File: src/rtl/wpl_ram.sv
// Generic single-write, single-read RAM with registered read data.
`timescale 1ns / 1ps

module wpl_ram #(
  parameter int WIDTH = 8,
  parameter int DEPTH = 16
) (
  input  logic                                     clk,
  input  logic                                     we,
  input  logic [((DEPTH > 1) ? $clog2(DEPTH) : 1)-1:0] waddr,
  input  logic [WIDTH-1:0]                         wdata,
  input  logic                                     re,
  input  logic [((DEPTH > 1) ? $clog2(DEPTH) : 1)-1:0] raddr,
  output logic [WIDTH-1:0]                         rdata
);

  logic [WIDTH-1:0] mem [DEPTH];

  always_ff @(posedge clk) begin
    if (we) begin
      mem[waddr] <= wdata;
    end
    if (re) begin
      rdata <= mem[raddr];
    end
  end

endmodule

File: config.mk
export PLATFORM = sky130hd
export DESIGN_NAME = wpl_ram
export DESIGN_NICKNAME = d
export VERILOG_FILES = /design/src/rtl/wpl_ram.sv
export SDC_FILE = /design/constraint.sdc
export NUM_CORES = 1
export LEC_CHECK = 0
export ABC_CLOCK_PERIOD_IN_PS = 1600
export BUFFER_PORTS_ARGS = -buffer_cell sky130_fd_sc_hd__buf_2
export CORE_ASPECT_RATIO = 2
export CORE_MARGIN = 8
export CORE_UTILIZATION = 40
export CTS_BUF_LIST = sky130_fd_sc_hd__clkbuf_8 sky130_fd_sc_hd__clkbuf_16
export DETAILED_ROUTE_END_ITERATION = 8
export PLACE_DENSITY_LB_ADDON = 0.3
export SETUP_SLACK_MARGIN = 0.2
export SLEW_MARGIN = 10
export SYNTH_ARGS = -nofsm -noshare
export SYNTH_HDL_FRONTEND = slang
export SYNTH_SLANG_ARGS = --single-unit
File: constraint.sdc
create_clock -name clk -period 1.6 [get_ports clk]
set_clock_uncertainty 0.05 [all_clocks]
set_input_delay 0.08 -clock clk [delete_from_list [all_inputs] [get_ports clk]]
set_output_delay 0.08 -clock clk [all_outputs]
set_load 0.01 [all_outputs]
==> results_dict.tcl, run 1 <==
set metrics [dict create \
    outcome "finished clean" \
    area_growth_pct 22.2 \
    final_layout_size_suffix_gt1_share_pct 39.7 \
    drt_first_iter_violations 211 \
    cts.sinks 136 \
    place_area_um2 5700 \
    dr.pass1.iters 4 \
    finalNonFillerCells 459 \
    syn-num-nets 248 \
    r2r-start "mem[10][1]" \
    fin_crit_sh_pct 90.2 \
    synth.distinct_cells 18 \
    rsz0062_at_grt "yes" \
    track_usage_pct 13.1 \
    syn_area_per_cell_um2 22.8 \
    max_freq_mhz 693 \
    post_cts_buffers 0 \
    cp.arrival_ps 1550 \
    final_nets 315 \
    slew_violations 0 \
    die_h_um 178 \
    endpoint_kind "flip-flop" \
    wl_per_cell_um 23.1 \
    antenna_left 0 \
    drcViolationCount 0 \
    seqCellArea_um2 4080 \
    fill_cells 1006 \
    critPathKind "reg2reg" \
    finalHoldViolCount 0 \
    path_max_fanout 1 \
    reg2reg_depth 3 \
    cts.clk_slew.worst_paths_ps 60 \
    ys_seq_area_share_pct 78.1 \
    p_leak_nw 2.14 \
    die_w_um 96.8 \
    core_area_um2 12900 \
    setup_violations 0 \
    layout_setup_ws_ps 157 \
    hold_class "in2reg" \
    vias 2474 \
    dp_slack_ps -95.3 \
    worstPathRequired_ps 1700 \
    fin_area_um2 6390 \
    finalWirelength_um 10600 \
    p_per_area_nw_per_um2 1350 \
    synth-warning-count 0 \
    pin_count 27 \
    start_util_pct 40.5 \
    post-place-cells 423 \
    grt_pass1_wl_um 16500 \
    cts_buffers 17 \
    gp_congestion 0.771 \
    syn-cell-area_um2 5230 \
    grt_pass1_vias 2764 \
    endpoint "rdata[1]" \
    overflow 0 \
    antenna_found_initial 0 \
    cts_root_buffer "clkbuf_16" \
    relSlewSlack_pct 67.5 \
    clockBufferDepth 2 \
    critPathLaunch "mem[10][1]" \
    cts_tree "built" \
    maxCapViolations 0 \
    viasPerCell 5.39 \
    irDropWorstVdd_mv 0.812 \
    r2r_slack_ps 160 \
    r2r_end "rdata[1]" \
    n_antenna_cell 0 \
    cts.htree.levels 4 \
    multiInputGateArea_um2 1060 \
    grt_max_degree 33 \
    clk_latency_ps 410 \
    dieArea_um2 17200 \
    dp_hpwl_um 7140 \
    synthCells 229 \
    worst_slew_pin_slew_ps 488 \
    min_period_ps 1440 \
    io_buffers 26 \
    cp-start-kind "flip-flop" \
    synth-seq-cells 136 \
    rows 59 \
]
==> worst max-delay path: stages (launching register included) <==
cell      delay [ps]
edfxtp_1         370
mux4_2           490
a22oi_2          190
nand2_1           90
==> kinds of logic (layout without fill, tap and decap cells) <==
logic type             after synthesis  in the layout  synth area share, %
AOI/OAI and AO/OA                   16             16                 2.30
DFF                                136            136                 78.1
buffers and inverters               10             88                 1.65
muxes                               32             32                 14.8
and+or+nand+nor                     35             35                 3.14
==> Yosys cell counts <==
cell / number / share of area [%]
a22oi_1: 16 / 2.3
and2_1: 1 / 0.12
and2b_1: 1 / 0.14
buf_2: 3 / 0.29
buf_4: 1 / 0.14
buf_6: 3 / 0.65
clkdlybuf4s25_2: 3 / 0.57
edfxtp_1: 136 / 78
mux4_1: 14 / 7.0
mux4_2: 18 / 7.8
nand2_1: 9 / 0.65
nand2b_1: 2 / 0.24
nand3_1: 1 / 0.096
nand3b_1: 2 / 0.29
nor2_1: 13 / 0.93
nor2b_1: 1 / 0.12
nor3_1: 4 / 0.38
or3b_2: 1 / 0.17
==> layer usage <==
layer  part of all wire [%]  global-route usage [%]
met1                     37                    13.6
met2                     56                    23.3
met5                      0                       0
met4                    2.3                    6.65
met3                    4.6                    3.94
==> how the worst min path moves through the flow <==
stage | start | to | cells after the start
4_1_cts | wdata[3] | mem[7][3] | 1
5_1_grt | wdata[0] | mem[12][0] | 1
3_5_place_dp | wdata[5] | mem[6][5] | 1
2_1_floorplan | wdata[0] | mem[0][0] | 0
3_3_place_gp | wdata[5] | mem[6][5] | 1
6_report | wdata[0] | mem[12][0] | 1
==> timing repair <==
item / in CTS / in global routing
cloned: 0 / 0
endpoints found under the setup margin: 8 / 8
resized for setup: 19 / 2
pin swaps: 8 / 2
hold buffers: 6 / 0
hold endpoints to repair: 44 / 0
==> flip-flops by register name, indices dropped and copies added, names as in the netlist <==
signal and cells:
mem 128, rdata 8
==> per-stage QoR <==
stage,power (mW),hold slack (ps),TNS [ps],util [%]
CTS,8.65,1.30,0,49.4
global placement,4.49,416,-107,44.1
floorplan,4.32,129,0,-
detailed placement,4.50,425,-168,44.1
finish,8.60,9.45,0,49.5
global route,8.83,6.90,0,49.5
==> layout by cell type, fill, tap and decap left out, types with 2 or more instances in the layout <==
cell type	count
nand2b_1	2
clkinv_4	3
nand3b_1	2
nand2_1	9
clkbuf_16	17
buf_2	26
nor3_1	3
buf_12	3
mux4_2	30
dlygate4sd3_1	6
bufinv_16	5
mux4_1	2
buf_4	23
clkinv_2	2
clkinvlp_4	2
edfxtp_1	136
a22oi_2	9
nor2_1	13
a22oi_1	7
==> power by group <==
part           internal [mW]  leakage (nW)  switching, mW
clock network           2.74         0.302           1.41
logic                  0.187         0.604          0.227
registers               4.02          1.24         0.0222
==> layout make-up <==
type                            count  area share (%)
Clock buffer                       17            6.66
Clock inverter                     13            3.21
Multi-Input combinational cell     83            16.6
Sequential cell                   136            63.9
Tap cell                          152            2.98
Timing Repair Buffer               58            6.62
(Power assumes the default switching activity.)
==> run 2: changes to the inputs <==
GPL_TIMING_DRIVEN = 0   (was unset)
==> run 2 against run 1 <==
Against the previous run: critical path depth unchanged; flip-flop and latch count unchanged; via count down 2.5%; setup slack worse by 80 ps; highest routed layer unchanged; critical endpoint is now rdata[7]; power down 3.7%; utilization down 1.6 points; first-iteration DRC count down 15%; cell count down 4.4%; clock-buffer cell count unchanged; register-to-register slack worse by 80 ps; global-route usage down 0.26 points.
==> results_dict.tcl, run 2 (synthesis results as in run 1) <==
set metrics [dict create \
    largest_reg_flops 128 \
    die_w_um 96.8 \
    core_area_um2 12900 \
    clk_latency_ps 410 \
    final_nets 293 \
    drcViolationCount 0 \
    final_layout_size_suffix_gt1_share_pct 37.6 \
    pin_count 27 \
    cp-start-kind "flip-flop" \
    track_usage_pct 12.8 \
    path_cells "mux4_2 > a22oi_1 > nand2_1" \
    finalHoldViolCount 0 \
    finalWirelength_um 10500 \
    grt_pass1_wl_um 15800 \
    worstPathRequired_ps 1700 \
    start_util_pct 40.5 \
    relSlewSlack_pct 43.4 \
    io_buffers 25 \
    fill_cells 1047 \
    combPwrFrac_pct 5.0 \
    post-place-cells 406 \
    crit_path_top_delay_cell "mux4_2" \
    cts.clk_slew.worst_paths_ps 60 \
    cts.htree.levels 4 \
    crit_family "multiplexers" \
    power_frac_seq_pct 48.7 \
    clockBufferDepth 2 \
    outcome "finished clean" \
    post_cts_buffers 0 \
    viasPerCell 5.49 \
    critPathKind "reg2reg" \
    grt_pass1_vias 2634 \
    reg_top3 "mem x128, rdata x8" \
    path_max_fanout 1 \
    max_freq_mhz 656 \
    p_int_mw 6.61 \
    gp_congestion 0.847 \
    maxCapViolations 0 \
    fin_crit_sh_pct 95.2 \
    setup_violations 0 \
    rsz0062_at_grt "yes" \
    dieArea_um2 17200 \
    dr.pass1.iters 4 \
    cts.sinks 136 \
    cp.arrival_ps 1620 \
    p_per_area_nw_per_um2 1340 \
    worst-path-buf-inv 0 \
    final_cell_mix "136 x edfxtp_1, 29 x mux4_2, 28 x buf_2, 17 x clkbuf_16, 10 x nor2_1" \
    p_leak_nw 2.02 \
    endpoint_kind "flip-flop" \
    rows 59 \
    antenna_found_initial 0 \
    grt_max_degree 17 \
    power.share.clock_pct 46.3 \
    area_growth_pct 18.2 \
    min_period_ps 1520 \
    worst_slew_pin_slew_ps 847 \
    antenna_left 0 \
    final_util_pct 47.8 \
    switching_share_pct 20.2 \
    die_h_um 178 \
    vias 2411 \
    dp_slack_ps -383 \
    cts_buffers 17 \
    irDropWorstVdd_mv 0.730 \
    switchingPower_mw 1.67 \
    cts_tree "built" \
    n_antenna_cell 0 \
    top_register "mem" \
    cp_slowest_stage_delay_ps 510 \
    wl_per_cell_um 24.0 \
    hold_class "in2reg" \
    final_common_cell "edfxtp_1" \
    overflow 0 \
    finalNonFillerCells 439 \
    slew_violations 0 \
    dp_hpwl_um 7000 \
    drt_first_iter_violations 179 \
    cts_root_buffer "clkbuf_16" \
    layout_setup_ws_ps 76.6 \
]
[run 2: area by class of cell]
class | instances | area [um^2] | area share [%]
sequential | 136 | 4080 | 66.1
multi-input combinational | 83 | 1090 | 17.6
clock buffer | 17 | 425 | 6.89
tap | 152 | 190 | 3.08
clock inverter | 15 | 160 | 2.59
timing repair buffer | 26 | 135 | 2.19
buffer | 10 | 93.8 | 1.52
[run 2: final timing paths]
path / slack, ps / startpoint / endpoint / cells past startpoint
max: 80 / mem[6][7] / rdata[7] / 3
min: 30 / wdata[5] / mem[5][5] / 1
max reg2reg: 80 / mem[6][7] / rdata[7] / 3
min reg2reg: 720 / mem[10][6] / rdata[6] / 3
[run 2: power by group through the flow]
stage / sequential (mW) / clock (mW) / combinational (mW)
3_5_place_dp: 4.11 / 0 / 0.398
5_1_grt: 4.04 / 4.03 / 0.444
2_1_floorplan: 4.11 / 0 / 0.205
6_report: 4.03 / 3.84 / 0.414
4_1_cts: 4.03 / 3.87 / 0.415
3_3_place_gp: 4.10 / 0 / 0.386
[run 2: metrics by stage]
stage	TNS (ps)	hold slack, ps	power, mW	instance area (um^2)
floorplan	0	129	4.32	5240
global placement	-14860	360	4.49	5560
detailed placement	-11750	378	4.50	5570
CTS	0	23.6	8.32	6160
global route	0	22.9	8.51	6180
finish	0	25.2	8.28	6180
[run 2: per-layer routing]
| layer | wire (um) | vias up | GRT usage [%] |
|---|---|---|---|
| li1 | - | 1058 | - |
| met1 | 3920 | 1260 | 13.0 |
| met2 | 5830 | 78 | 22.9 |
| met3 | 423 | 15 | 3.66 |
| met4 | 343 | 0 | 7.55 |
| met5 | 0 | - | 0 |
[run 2: worst register-to-register path, stage by stage (launching register included)]
cell and delay [ps]:
edfxtp_1 360, mux4_2 520, a22oi_1 250, nand2_1 90
[run 2: repair_timing]
item                                    CTS  global route
endpoints found under the setup margin   40            16
resized for setup                        17             7
hold endpoints to repair                  8             0
gates cloned                              0             0
hold buffers                              1             0
pin swaps                                 5             5
